==> src/rtl/alpe_pkg.sv <==
// Shared types and constants for the addressable LED line encoder.
// Holds register indexes, input kind codes, reset values and the command struct.
// No dependencies.
package alpe_pkg;

    localparam int DEF_MAX_PIXELS = 32;
    localparam int BITS_PER_PIXEL = 24;

    localparam int PIX_W   = 24;
    localparam int TICK_W  = 16;
    localparam int RSLOT_W = 10;
    localparam int CNT_IN_W = 6;
    localparam int CFG_IDX_W = 3;
    localparam int CFG_DAT_W = 16;

    // Register indexes on the configuration port
    localparam logic [CFG_IDX_W-1:0] REG_PERIOD    = 3'd0;
    localparam logic [CFG_IDX_W-1:0] REG_ONE_HIGH  = 3'd1;
    localparam logic [CFG_IDX_W-1:0] REG_ZERO_HIGH = 3'd2;
    localparam logic [CFG_IDX_W-1:0] REG_RST_SLOTS = 3'd3;
    localparam logic [CFG_IDX_W-1:0] REG_PIX_COUNT = 3'd4;

    // Input word kinds
    localparam logic [1:0] KIND_TICK  = 2'd0;
    localparam logic [1:0] KIND_WRITE = 2'd1;
    localparam logic [1:0] KIND_SHOW  = 2'd2;

    localparam logic [TICK_W-1:0]  RST_PERIOD    = 16'd135;
    localparam logic [TICK_W-1:0]  RST_ONE_HIGH  = 16'd86;
    localparam logic [TICK_W-1:0]  RST_ZERO_HIGH = 16'd43;
    localparam logic [RSLOT_W-1:0] RST_RST_SLOTS = 10'd50;

    // Accepted word decoded for the slot timer and the pixel memory
    typedef struct packed {
        logic tick;
        logic show;
    } frame_cmd_t;

endpackage

==> src/rtl/addressable_led_pwm_encoder.sv <==
// Top level of the addressable LED line encoder: handshakes, registers,
// output register. Instantiates alpe_pixel_mem and alpe_slot_timer.
// Depends on alpe_pkg.
//
//  channel  | ports                               | direction
//  ---------+-------------------------------------+----------
//  input    | s_valid s_ready s_kind s_pixel_index | in
//           | s_red s_green s_blue                 |
//  result   | m_valid m_ready m_line_level         | out
//           | m_busy_res m_show_taken              |
//  config   | cfg_wr_en cfg_index cfg_wdata        | in
//
// One word is taken every cycle while s_ready is high; each gives one registered result word.
// The pixel memory is read one pixel ahead of the slot timer, so a tick may
// follow a show or a pixel write in the next cycle.
// s_ready drops only while the output register holds a word not taken.
// Synchronous active-low reset; memory contents need no clearing pass.
module addressable_led_pwm_encoder #(
    parameter int MAX_PIXELS = alpe_pkg::DEF_MAX_PIXELS
) (
    input  logic                           aclk,
    input  logic                           aresetn,
    input  logic                           s_valid,
    output logic                           s_ready,
    input  logic [1:0]                     s_kind,
    input  logic [4:0]                     s_pixel_index,
    input  logic [7:0]                     s_red,
    input  logic [7:0]                     s_green,
    input  logic [7:0]                     s_blue,
    output logic                           m_valid,
    input  logic                           m_ready,
    output logic                           m_line_level,
    output logic                           m_busy_res,
    output logic                           m_show_taken,
    input  logic                           cfg_wr_en,
    input  logic [alpe_pkg::CFG_IDX_W-1:0] cfg_index,
    input  logic [alpe_pkg::CFG_DAT_W-1:0] cfg_wdata
);
    import alpe_pkg::*;

    localparam int IW = (MAX_PIXELS > 1) ? $clog2(MAX_PIXELS) : 1;
    localparam int PW = $clog2(MAX_PIXELS + 1);

    logic [TICK_W-1:0]  period_reg;
    logic [TICK_W-1:0]  one_high_reg;
    logic [TICK_W-1:0]  zero_high_reg;
    logic [RSLOT_W-1:0] rst_slots_reg;
    logic [PW-1:0]      pix_count_reg;
    logic [PW-1:0]      pix_count_next;

    logic       out_valid_reg;
    logic       line_reg, busy_reg, taken_reg;

    logic       accept;
    logic       sending, sending_next, line;
    logic       wr_en, clr_en, show_go;
    logic [IW-1:0]    wr_idx, rd_idx;
    logic [PIX_W-1:0] wr_grb, rd_pix;
    logic [10:0]      cnt_in;
    frame_cmd_t       cmd;

    assign s_ready = !out_valid_reg || m_ready;
    assign accept  = s_valid && s_ready;
    assign show_go = accept && (s_kind == KIND_SHOW) && !sending;

    assign cmd.tick = accept && (s_kind == KIND_TICK);
    assign cmd.show = show_go;

    // Drop writes at or above the pixel count
    assign wr_en  = accept && (s_kind == KIND_WRITE) &&
                    (11'(s_pixel_index) < 11'(pix_count_reg));
    assign wr_idx = IW'(s_pixel_index);
    assign wr_grb = {s_green, s_red, s_blue};

    // Saturate the pixel count at the store depth
    assign cnt_in = 11'(cfg_wdata[CNT_IN_W-1:0]);
    assign pix_count_next = (cnt_in > 11'(MAX_PIXELS)) ? PW'(MAX_PIXELS) : PW'(cnt_in);
    assign clr_en = cfg_wr_en && (cfg_index == REG_PIX_COUNT);

    always_ff @(posedge aclk) begin
        if (!aresetn) begin
            period_reg    <= RST_PERIOD;
            one_high_reg  <= RST_ONE_HIGH;
            zero_high_reg <= RST_ZERO_HIGH;
            rst_slots_reg <= RST_RST_SLOTS;
            pix_count_reg <= '0;
        end else if (cfg_wr_en) begin
            case (cfg_index)
                REG_PERIOD: begin
                    period_reg <= cfg_wdata;
                end
                REG_ONE_HIGH: begin
                    one_high_reg <= cfg_wdata;
                end
                REG_ZERO_HIGH: begin
                    zero_high_reg <= cfg_wdata;
                end
                REG_RST_SLOTS: begin
                    rst_slots_reg <= cfg_wdata[RSLOT_W-1:0];
                end
                REG_PIX_COUNT: begin
                    pix_count_reg <= pix_count_next;
                end
                default: begin
                end
            endcase
        end
    end

    alpe_pixel_mem #(
        .MAX_PIXELS (MAX_PIXELS)
    ) u_mem (
        .aclk    (aclk),
        .aresetn (aresetn),
        .cmd     (cmd),
        .wr_en   (wr_en),
        .wr_idx  (wr_idx),
        .wr_grb  (wr_grb),
        .clr_en  (clr_en),
        .clr_cnt (pix_count_next),
        .rd_idx  (rd_idx),
        .rd_pix  (rd_pix)
    );

    alpe_slot_timer #(
        .MAX_PIXELS (MAX_PIXELS)
    ) u_timer (
        .aclk            (aclk),
        .aresetn         (aresetn),
        .cmd             (cmd),
        .period_ticks    (period_reg),
        .one_high_ticks  (one_high_reg),
        .zero_high_ticks (zero_high_reg),
        .reset_slots     (rst_slots_reg),
        .pixel_count     (pix_count_reg),
        .rd_pix          (rd_pix),
        .rd_idx          (rd_idx),
        .sending         (sending),
        .sending_next    (sending_next),
        .line            (line)
    );

    always_ff @(posedge aclk) begin
        if (!aresetn) begin
            out_valid_reg <= 1'b0;
        end else if (accept) begin
            out_valid_reg <= 1'b1;
        end else if (m_ready) begin
            out_valid_reg <= 1'b0;
        end
    end

    always_ff @(posedge aclk) begin
        if (accept) begin
            line_reg  <= cmd.tick && line;
            busy_reg  <= sending_next;
            taken_reg <= show_go;
        end
    end

    assign m_valid      = out_valid_reg;
    assign m_line_level = line_reg;
    assign m_busy_res   = busy_reg;
    assign m_show_taken = taken_reg;

`ifndef ASSERT_OFF
    a_taken_busy: assert property (@(posedge aclk) disable iff (!aresetn)
        show_go |=> (sending == $past(sending_next)))
        else $error("busy flag did not follow a taken show");
    a_show_ignored: assert property (@(posedge aclk) disable iff (!aresetn)
        (accept && s_kind == KIND_SHOW && sending) |=> !taken_reg)
        else $error("show reported taken while busy");
    a_line_needs_busy: assert property (@(posedge aclk) disable iff (!aresetn)
        (accept && cmd.tick && line) |-> sending)
        else $error("line driven high while idle");
`endif

endmodule

==> src/rtl/alpe_pixel_mem.sv <==
// Two-bank pixel memory with per-entry bank select and zero flags.
// A show snapshots the bank selects; later writes go to the other bank.
// Depends on alpe_pkg.
module alpe_pixel_mem #(
    parameter int MAX_PIXELS = alpe_pkg::DEF_MAX_PIXELS,
    localparam int IW = (MAX_PIXELS > 1) ? $clog2(MAX_PIXELS) : 1,
    localparam int PW = $clog2(MAX_PIXELS + 1)
) (
    input  logic                       aclk,
    input  logic                       aresetn,
    input  alpe_pkg::frame_cmd_t       cmd,
    input  logic                       wr_en,
    input  logic [IW-1:0]              wr_idx,
    input  logic [alpe_pkg::PIX_W-1:0] wr_grb,
    input  logic                       clr_en,
    input  logic [PW-1:0]              clr_cnt,
    input  logic [IW-1:0]              rd_idx,
    output logic [alpe_pkg::PIX_W-1:0] rd_pix
);
    import alpe_pkg::*;

    localparam int AW = IW + 1;
    localparam int DEPTH = 2 * (1 << IW);

    logic [PIX_W-1:0] mem [DEPTH];

    logic [MAX_PIXELS-1:0] live_sel_reg, live_sel_next;
    logic [MAX_PIXELS-1:0] frame_sel_reg, frame_sel_next;
    logic [MAX_PIXELS-1:0] live_zero_reg, live_zero_next;
    logic [MAX_PIXELS-1:0] frame_zero_reg, frame_zero_next;

    logic [PIX_W-1:0] rd_data_reg;
    logic             rd_zero_reg;
    logic [AW-1:0]    rd_addr;
    logic             rd_zero;
    logic [AW-1:0]    wr_addr;

    assign wr_addr = {~frame_sel_reg[wr_idx], wr_idx};

    // On a show the frame selects are not yet loaded: read entry 0 by its live bank
    always_comb begin
        if (cmd.show) begin
            rd_addr = {live_sel_reg[0], {IW{1'b0}}};
            rd_zero = live_zero_reg[0];
        end else begin
            rd_addr = {frame_sel_reg[rd_idx], rd_idx};
            rd_zero = frame_zero_reg[rd_idx];
        end
    end

    always_comb begin
        live_sel_next   = live_sel_reg;
        frame_sel_next  = frame_sel_reg;
        live_zero_next  = live_zero_reg;
        frame_zero_next = frame_zero_reg;
        if (wr_en) begin
            live_sel_next[wr_idx]  = ~frame_sel_reg[wr_idx];
            live_zero_next[wr_idx] = 1'b0;
        end
        if (cmd.show) begin
            frame_sel_next  = live_sel_reg;
            frame_zero_next = live_zero_reg;
        end
        if (clr_en) begin
            for (int i = 0; i < MAX_PIXELS; i++) begin
                if (PW'(i) < clr_cnt) begin
                    live_zero_next[i] = 1'b1;
                end
            end
        end
    end

    always_ff @(posedge aclk) begin
        if (!aresetn) begin
            live_sel_reg   <= '0;
            frame_sel_reg  <= '0;
            live_zero_reg  <= '1;
            frame_zero_reg <= '1;
        end else begin
            live_sel_reg   <= live_sel_next;
            frame_sel_reg  <= frame_sel_next;
            live_zero_reg  <= live_zero_next;
            frame_zero_reg <= frame_zero_next;
        end
    end

    always_ff @(posedge aclk) begin
        if (wr_en) begin
            mem[wr_addr] <= wr_grb;
        end
    end

    always_ff @(posedge aclk) begin
        rd_data_reg <= mem[rd_addr];
        rd_zero_reg <= rd_zero;
    end

    assign rd_pix = rd_zero_reg ? '0 : rd_data_reg;

`ifndef ASSERT_OFF
    // A write never lands in the bank that the current frame reads
    a_wr_off_frame: assert property (@(posedge aclk) disable iff (!aresetn)
        wr_en |=> live_sel_reg[$past(wr_idx)] != frame_sel_reg[$past(wr_idx)])
        else $error("pixel write hit the frame bank");
    // A show and a write never arrive together
    a_show_wr_excl: assert property (@(posedge aclk) disable iff (!aresetn)
        !(wr_en && cmd.show))
        else $error("write and show in the same cycle");
    // After a show the frame snapshot matches what was live
    a_snapshot: assert property (@(posedge aclk) disable iff (!aresetn)
        cmd.show |=> frame_sel_reg == $past(live_sel_reg))
        else $error("frame bank select snapshot lost");
`endif

endmodule

==> src/rtl/alpe_slot_timer.sv <==
// Slot and tick counters that shape the line waveform for one frame.
// Holds the current pixel word, fed from the pixel memory one pixel ahead.
// Depends on alpe_pkg.
module alpe_slot_timer #(
    parameter int MAX_PIXELS = alpe_pkg::DEF_MAX_PIXELS,
    localparam int IW = (MAX_PIXELS > 1) ? $clog2(MAX_PIXELS) : 1,
    localparam int PW = $clog2(MAX_PIXELS + 1)
) (
    input  logic                         aclk,
    input  logic                         aresetn,
    input  alpe_pkg::frame_cmd_t         cmd,
    input  logic [alpe_pkg::TICK_W-1:0]  period_ticks,
    input  logic [alpe_pkg::TICK_W-1:0]  one_high_ticks,
    input  logic [alpe_pkg::TICK_W-1:0]  zero_high_ticks,
    input  logic [alpe_pkg::RSLOT_W-1:0] reset_slots,
    input  logic [PW-1:0]                pixel_count,
    input  logic [alpe_pkg::PIX_W-1:0]   rd_pix,
    output logic [IW-1:0]                rd_idx,
    output logic                         sending,
    output logic                         sending_next,
    output logic                         line
);
    import alpe_pkg::*;

    localparam logic [4:0] LAST_BIT = 5'(BITS_PER_PIXEL - 1);

    logic               sending_reg;
    logic [TICK_W-1:0]  tick_reg, tick_next;
    logic [4:0]         bit_reg, bit_next;
    logic [PW-1:0]      px_reg, px_next;
    logic [RSLOT_W-1:0] rs_reg, rs_next;
    logic [PW-1:0]      fpix_reg, fpix_next;
    logic [RSLOT_W-1:0] frs_reg, frs_next;
    logic [PIX_W-1:0]   cur_reg, cur_next;
    logic               pend_reg, pend_next;

    logic [PIX_W-1:0]   cur_pix;
    logic [TICK_W-1:0]  high_ticks;
    logic               in_data;
    logic               slot_end;
    logic               last_bit;

    assign cur_pix    = pend_reg ? rd_pix : cur_reg;
    assign in_data    = px_reg < fpix_reg;
    assign high_ticks = cur_pix[LAST_BIT - bit_reg] ? one_high_ticks : zero_high_ticks;
    assign line       = sending_reg && in_data && (tick_reg < high_ticks);
    assign slot_end   = ({1'b0, tick_reg} + 17'd1) >= {1'b0, period_ticks};
    assign last_bit   = bit_reg == LAST_BIT;
    assign rd_idx     = px_reg[IW-1:0] + IW'(1);
    assign sending    = sending_reg;

    always_comb begin
        sending_next = sending_reg;
        tick_next    = tick_reg;
        bit_next     = bit_reg;
        px_next      = px_reg;
        rs_next      = rs_reg;
        fpix_next    = fpix_reg;
        frs_next     = frs_reg;
        cur_next     = cur_reg;
        pend_next    = 1'b0;
        if (pend_reg) begin
            cur_next = rd_pix;
        end
        if (cmd.show) begin
            tick_next    = '0;
            bit_next     = '0;
            px_next      = '0;
            rs_next      = '0;
            fpix_next    = pixel_count;
            frs_next     = reset_slots;
            pend_next    = 1'b1;
            sending_next = (pixel_count != '0) || (reset_slots != '0);
        end else if (cmd.tick && sending_reg) begin
            if (slot_end) begin
                tick_next = '0;
                if (in_data) begin
                    if (last_bit) begin
                        // advance to the next pixel, already read ahead
                        bit_next = '0;
                        px_next  = px_reg + PW'(1);
                        cur_next = rd_pix;
                        if ((px_reg + PW'(1)) == fpix_reg && frs_reg == '0) begin
                            sending_next = 1'b0;
                        end
                    end else begin
                        bit_next = bit_reg + 5'd1;
                    end
                end else begin
                    rs_next = rs_reg + RSLOT_W'(1);
                    if (({1'b0, rs_reg} + 11'd1) == {1'b0, frs_reg}) begin
                        sending_next = 1'b0;
                    end
                end
            end else begin
                tick_next = tick_reg + TICK_W'(1);
            end
        end
    end

    always_ff @(posedge aclk) begin
        if (!aresetn) begin
            sending_reg <= 1'b0;
            tick_reg    <= '0;
            bit_reg     <= '0;
            px_reg      <= '0;
            rs_reg      <= '0;
            fpix_reg    <= '0;
            frs_reg     <= '0;
            pend_reg    <= 1'b0;
        end else begin
            sending_reg <= sending_next;
            tick_reg    <= tick_next;
            bit_reg     <= bit_next;
            px_reg      <= px_next;
            rs_reg      <= rs_next;
            fpix_reg    <= fpix_next;
            frs_reg     <= frs_next;
            pend_reg    <= pend_next;
        end
    end

    always_ff @(posedge aclk) begin
        cur_reg <= cur_next;
    end

`ifndef ASSERT_OFF
    a_idle_tick_zero: assert property (@(posedge aclk) disable iff (!aresetn)
        !sending_reg |-> tick_reg == '0)
        else $error("tick counter left running while idle");
    a_px_bound: assert property (@(posedge aclk) disable iff (!aresetn)
        px_reg <= fpix_reg)
        else $error("pixel counter ran past the frame");
    a_rs_bound: assert property (@(posedge aclk) disable iff (!aresetn)
        (sending_reg && !in_data) |-> rs_reg < frs_reg)
        else $error("reset slot counter ran past its end");
    a_bit_bound: assert property (@(posedge aclk) disable iff (!aresetn)
        bit_reg <= LAST_BIT)
        else $error("bit counter out of range");
    a_pend_after_show: assert property (@(posedge aclk) disable iff (!aresetn)
        pend_reg |-> $past(cmd.show))
        else $error("pixel load pending without a show");
`endif

endmodule
==> config.mk <==
export PLATFORM = sky130hd
export DESIGN_NAME = addressable_led_pwm_encoder
export DESIGN_NICKNAME = d
export VERILOG_FILES = /design/src/rtl/alpe_pkg.sv /design/src/rtl/addressable_led_pwm_encoder.sv /design/src/rtl/alpe_pixel_mem.sv /design/src/rtl/alpe_slot_timer.sv
export SDC_FILE = /design/constraint.sdc
export NUM_CORES = 2
export LEC_CHECK = 0
export BUFFER_PORTS_ARGS = -buffer_cell sky130_fd_sc_hd__buf_4
export CAP_MARGIN = 25
export CORE_AREA = 10 10 476 478
export CTS_BUF_LIST = sky130_fd_sc_hd__clkbuf_4 sky130_fd_sc_hd__clkbuf_8
export DETAILED_ROUTE_END_ITERATION = 8
export DIE_AREA = 0 0 486 488
export PLACE_DENSITY = 0.55
export RECOVER_POWER = 25
export SYNTH_ARGS = -nofsm -noshare
export SYNTH_HDL_FRONTEND = slang
export SYNTH_SLANG_ARGS = --single-unit
==> constraint.sdc <==
create_clock -name aclk -period 14.3 [get_ports aclk]
set_input_delay 1.43 -clock aclk [delete_from_list [all_inputs] [get_ports aclk]]
set_output_delay 1.43 -clock aclk [all_outputs]
set_load 0.005 [all_outputs]
==> key figures <==
Clock tree
  – H-tree level count: 5
  – Deepest clock path buffer count: 4
  – CTS tree: done
  – CTS Hold Bufs: 0
  – Root Buffer: clkbuf_8
  – Worst skew pair latency: 1030 ps
  – CTS sink count: 1,836
  – Clk pin slew, worst setup/hold paths: 70 ps
  – CTS buffer count: 323
  – Post-CTS setup buffer count: 0
  – Resize count post-CTS: 0

Placed design
  – RD Place Congestion: 0.846
  – Pre-CTS setup slack: 8370 ps
  – Placed Instances: 8,013
  – HPWL after detailed placement: 137 mm
  – PortBufs: 59

STA
  – Final-report max-slew violation count: 1,365
  – Fmax: 191 MHz
  – Final worst slack: 9070 ps
  – Setup Skew: 83.6 ps
  – Final hold vios: 0
  – Setup TNS: 0 ps
  – Worst Tran Pin Value: 3910 ps
  – Crit share post-route: 36.6%
  – RSZ-0062 raised after global routing: no
  – Fin crit period: 5230 ps
  – Final Setup Violations: 0
  – Slew headroom: -161%

Layout
  – Final Non-Filler Cells: 8,580
  – Commonest non-fill, non-tap cell in the layout: edfxtp_1
  – Most frequent cells in the layout: edfxtp_1 (1,539), nand2_1 (492), clkbuf_8 (350)
  – Layout cell share with drive strength beyond 1: 18.3%
  – Max reg flops: 1,536
  – Post-layout util: 39.5%
  – P&R area growth vs syn: 13.5%
  – Most flops, register: u_mem.mem
  – # nets final: 5,587

Logic synthesis
  – Post-synthesis adder-cell area fraction: 0.763%
  – Syn_nets: 5,441
  – Mux share of post-synthesis cell area: 9.02%
  – Main combinational cell family by area after synthesis: compound AO/OA/AOI/OAI gates
  – Flops & latches, synth: 1,836
  – XOR/XNOR Fraction of Synth Area: 0.546%
  – Post-synth ARST share: 0%
  – Cells after Synth: 5,340
  – Post-synth EDFFs: 1,539
  – Post-synthesis compound-gate area fraction: 10.1%
  – Cell area after synthesis: 75,400 um2
  – Main synth FF type: edfxtp_1
  – Simple-gate share of the synthesized area: 7.83%
  – Register area share after synthesis: 69.2%
  – Yosys cell types: 87
  – Syn Area/Cell: 14.1 um2
  – Synth warnings: 0

Outcome
  – Status: finished with violations
  – Failing checks: max-capacitance violations, max-slew violations

Worst setup path
  – Kind of critical path: flip-flop to flip-flop
  – Req. time, crit path: 15,130 ps
  – Data arrival, critical path: 6060 ps
  – CP Launch Point: u_timer.px_reg[0]
  – Kind of cell adding the most delay to the critical path: buffers and inverters
  – Worst Path Max Fanout: 116
  – Worst-path cell chain: ha_4, xor2_4, buf_12, buf_12, buf_4, mux4_2, o22ai_1, a211oi_1, or4_1, o211ai_1, o31ai_1
  – CP max-delay cell: dfxtp_4
  – Endpoint class of the critical path: flip-flop
  – FF-to-FF setup slack: 9070 ps
  – Crit-path max cell delay: 850 ps
  – Startpoint Class: flip-flop
  – WP buf/inv: 3
  – RR Startpoint: u_timer.px_reg[0]
  – Crit-path most repeated cell: buf_12

Die
  – Die Wd: 486 um
  – IO Pins: 60
  – Core Rows: 171
  – Die Footprint: 237,000 um2
  – Initial core utilization: 34.8%
  – Die H: 488 um
  – Area of the core: 217,000 um2

Drt
  – Post-Route WL: 243 mm
  – Top routing layer in use: met5
  – Drc violations: 0
  – DRT Pass-1 Iters: 8
  – WL/cell: 28.3 um
  – Metal2 WL: 112 mm
  – DRT iter0 DRCs: 5,586
  – Met1 WL: 99.5 mm
  – Via/cell ratio: 5.72
  – Vias: 49,100
  – Final ANT Viol Nets: 0
  – Metal3 WL: 20.7 mm

GRT
  – First-pass GRT wire length: 348 mm
  – Vias in the first global route: 47,900
  – Pin count of the biggest net entering global routing: 125
  – Total Routing Usage GR: 19.8%
  – Grt ovf: 0
  – Initial antenna violation count: 18

Hold path
  – Hold WC Path Type: flip-flop to flip-flop
  – Hold Startpoint: u_mem.live_sel_reg[29]

Job
  – Max Cap Viol: 21

Power and ir drop
  – Power per cell area: 127 nW/um2
  – Leak Pwr: 0.0268 uW
  – VDD IR-drop max: 0.0986 mV
area by class of cell:
type / instances / area [um2]
diodes: 8 / 20.0
fillers: 20200 / 131000
flip-flops and latches: 1836 / 52200
inverters: 70 / 270
repair buffers: 205 / 1560
clock buffers: 460 / 5640
multi-input cells: 3050 / 21700
well taps: 2854 / 3570
clock inverters: 97 / 607
cells in the mapped netlist (all sizes together) (129+ instances only):
cell type / instances / share of area, %
edfxtp: 1539 / 61
nand2: 496 / 2.5
nor2: 335 / 1.7
a21oi: 297 / 2.0
dfxtp: 297 / 7.9
mux2i: 236 / 3.1
clkbuf: 230 / 1.1
nand3: 204 / 1.4
o21ai: 184 / 1.2
buf: 154 / 1.0
mux2: 133 / 2.0
mux4: 129 / 3.9
per-stage QoR:
step                      area (um2)  power [uW]  hold WS (ps)
after global placement         79200        6220           436
after detailed placement       79400        6230           444
after global routing           85600       11300           439
after floorplan                75400        6060           426
final                          85600       10900           414
after CTS                      85600       11000           405
routing by layer:
metal / GRT usage, % / vias to the layer above
met1: 26.4 / 25000
li1: - / 21000
met3: 3.92 / 557
met2: 31.4 / 2447
met5: 0 / -
met4: 8.56 / 8
kinds of logic (layout without fill, tap and decap cells):
group / Yosys count / count (layout)
adder cells (fa/ha/maj): 46 / 46
AO/OA/AOI/OAI: 1152 / 1152
other: 0 / 8
XOR/XNOR: 47 / 47
buffers and inverters: 454 / 832
multiplexers: 498 / 498
flip-flops: 1836 / 1836
AND/OR/NAND/NOR: 1307 / 1307
where the power goes:
group          switching [uW]  internal [uW]  leakage, uW
Clock                    2140           2650      0.00329
Combinational             219           60.7      0.00728
Sequential               15.8           5830       0.0162
Total                    2370           8540       0.0268
worst min-delay path: stages (launching register included):
cell and delay (ps):
dfxtp_1 310, nand2_1 50, a21oi_1 50
path summary, 6_finish.rpt:
kind                                           endpoint  cells after the start
worst max-delay path              u_mem.rd_data_reg[17]                     11
worst min-delay path            u_mem.frame_sel_reg[29]                      2
worst max register to register    u_mem.rd_data_reg[17]                     11
worst min register to register  u_mem.frame_sel_reg[29]                      2
(Power assumes the default switching activity.)
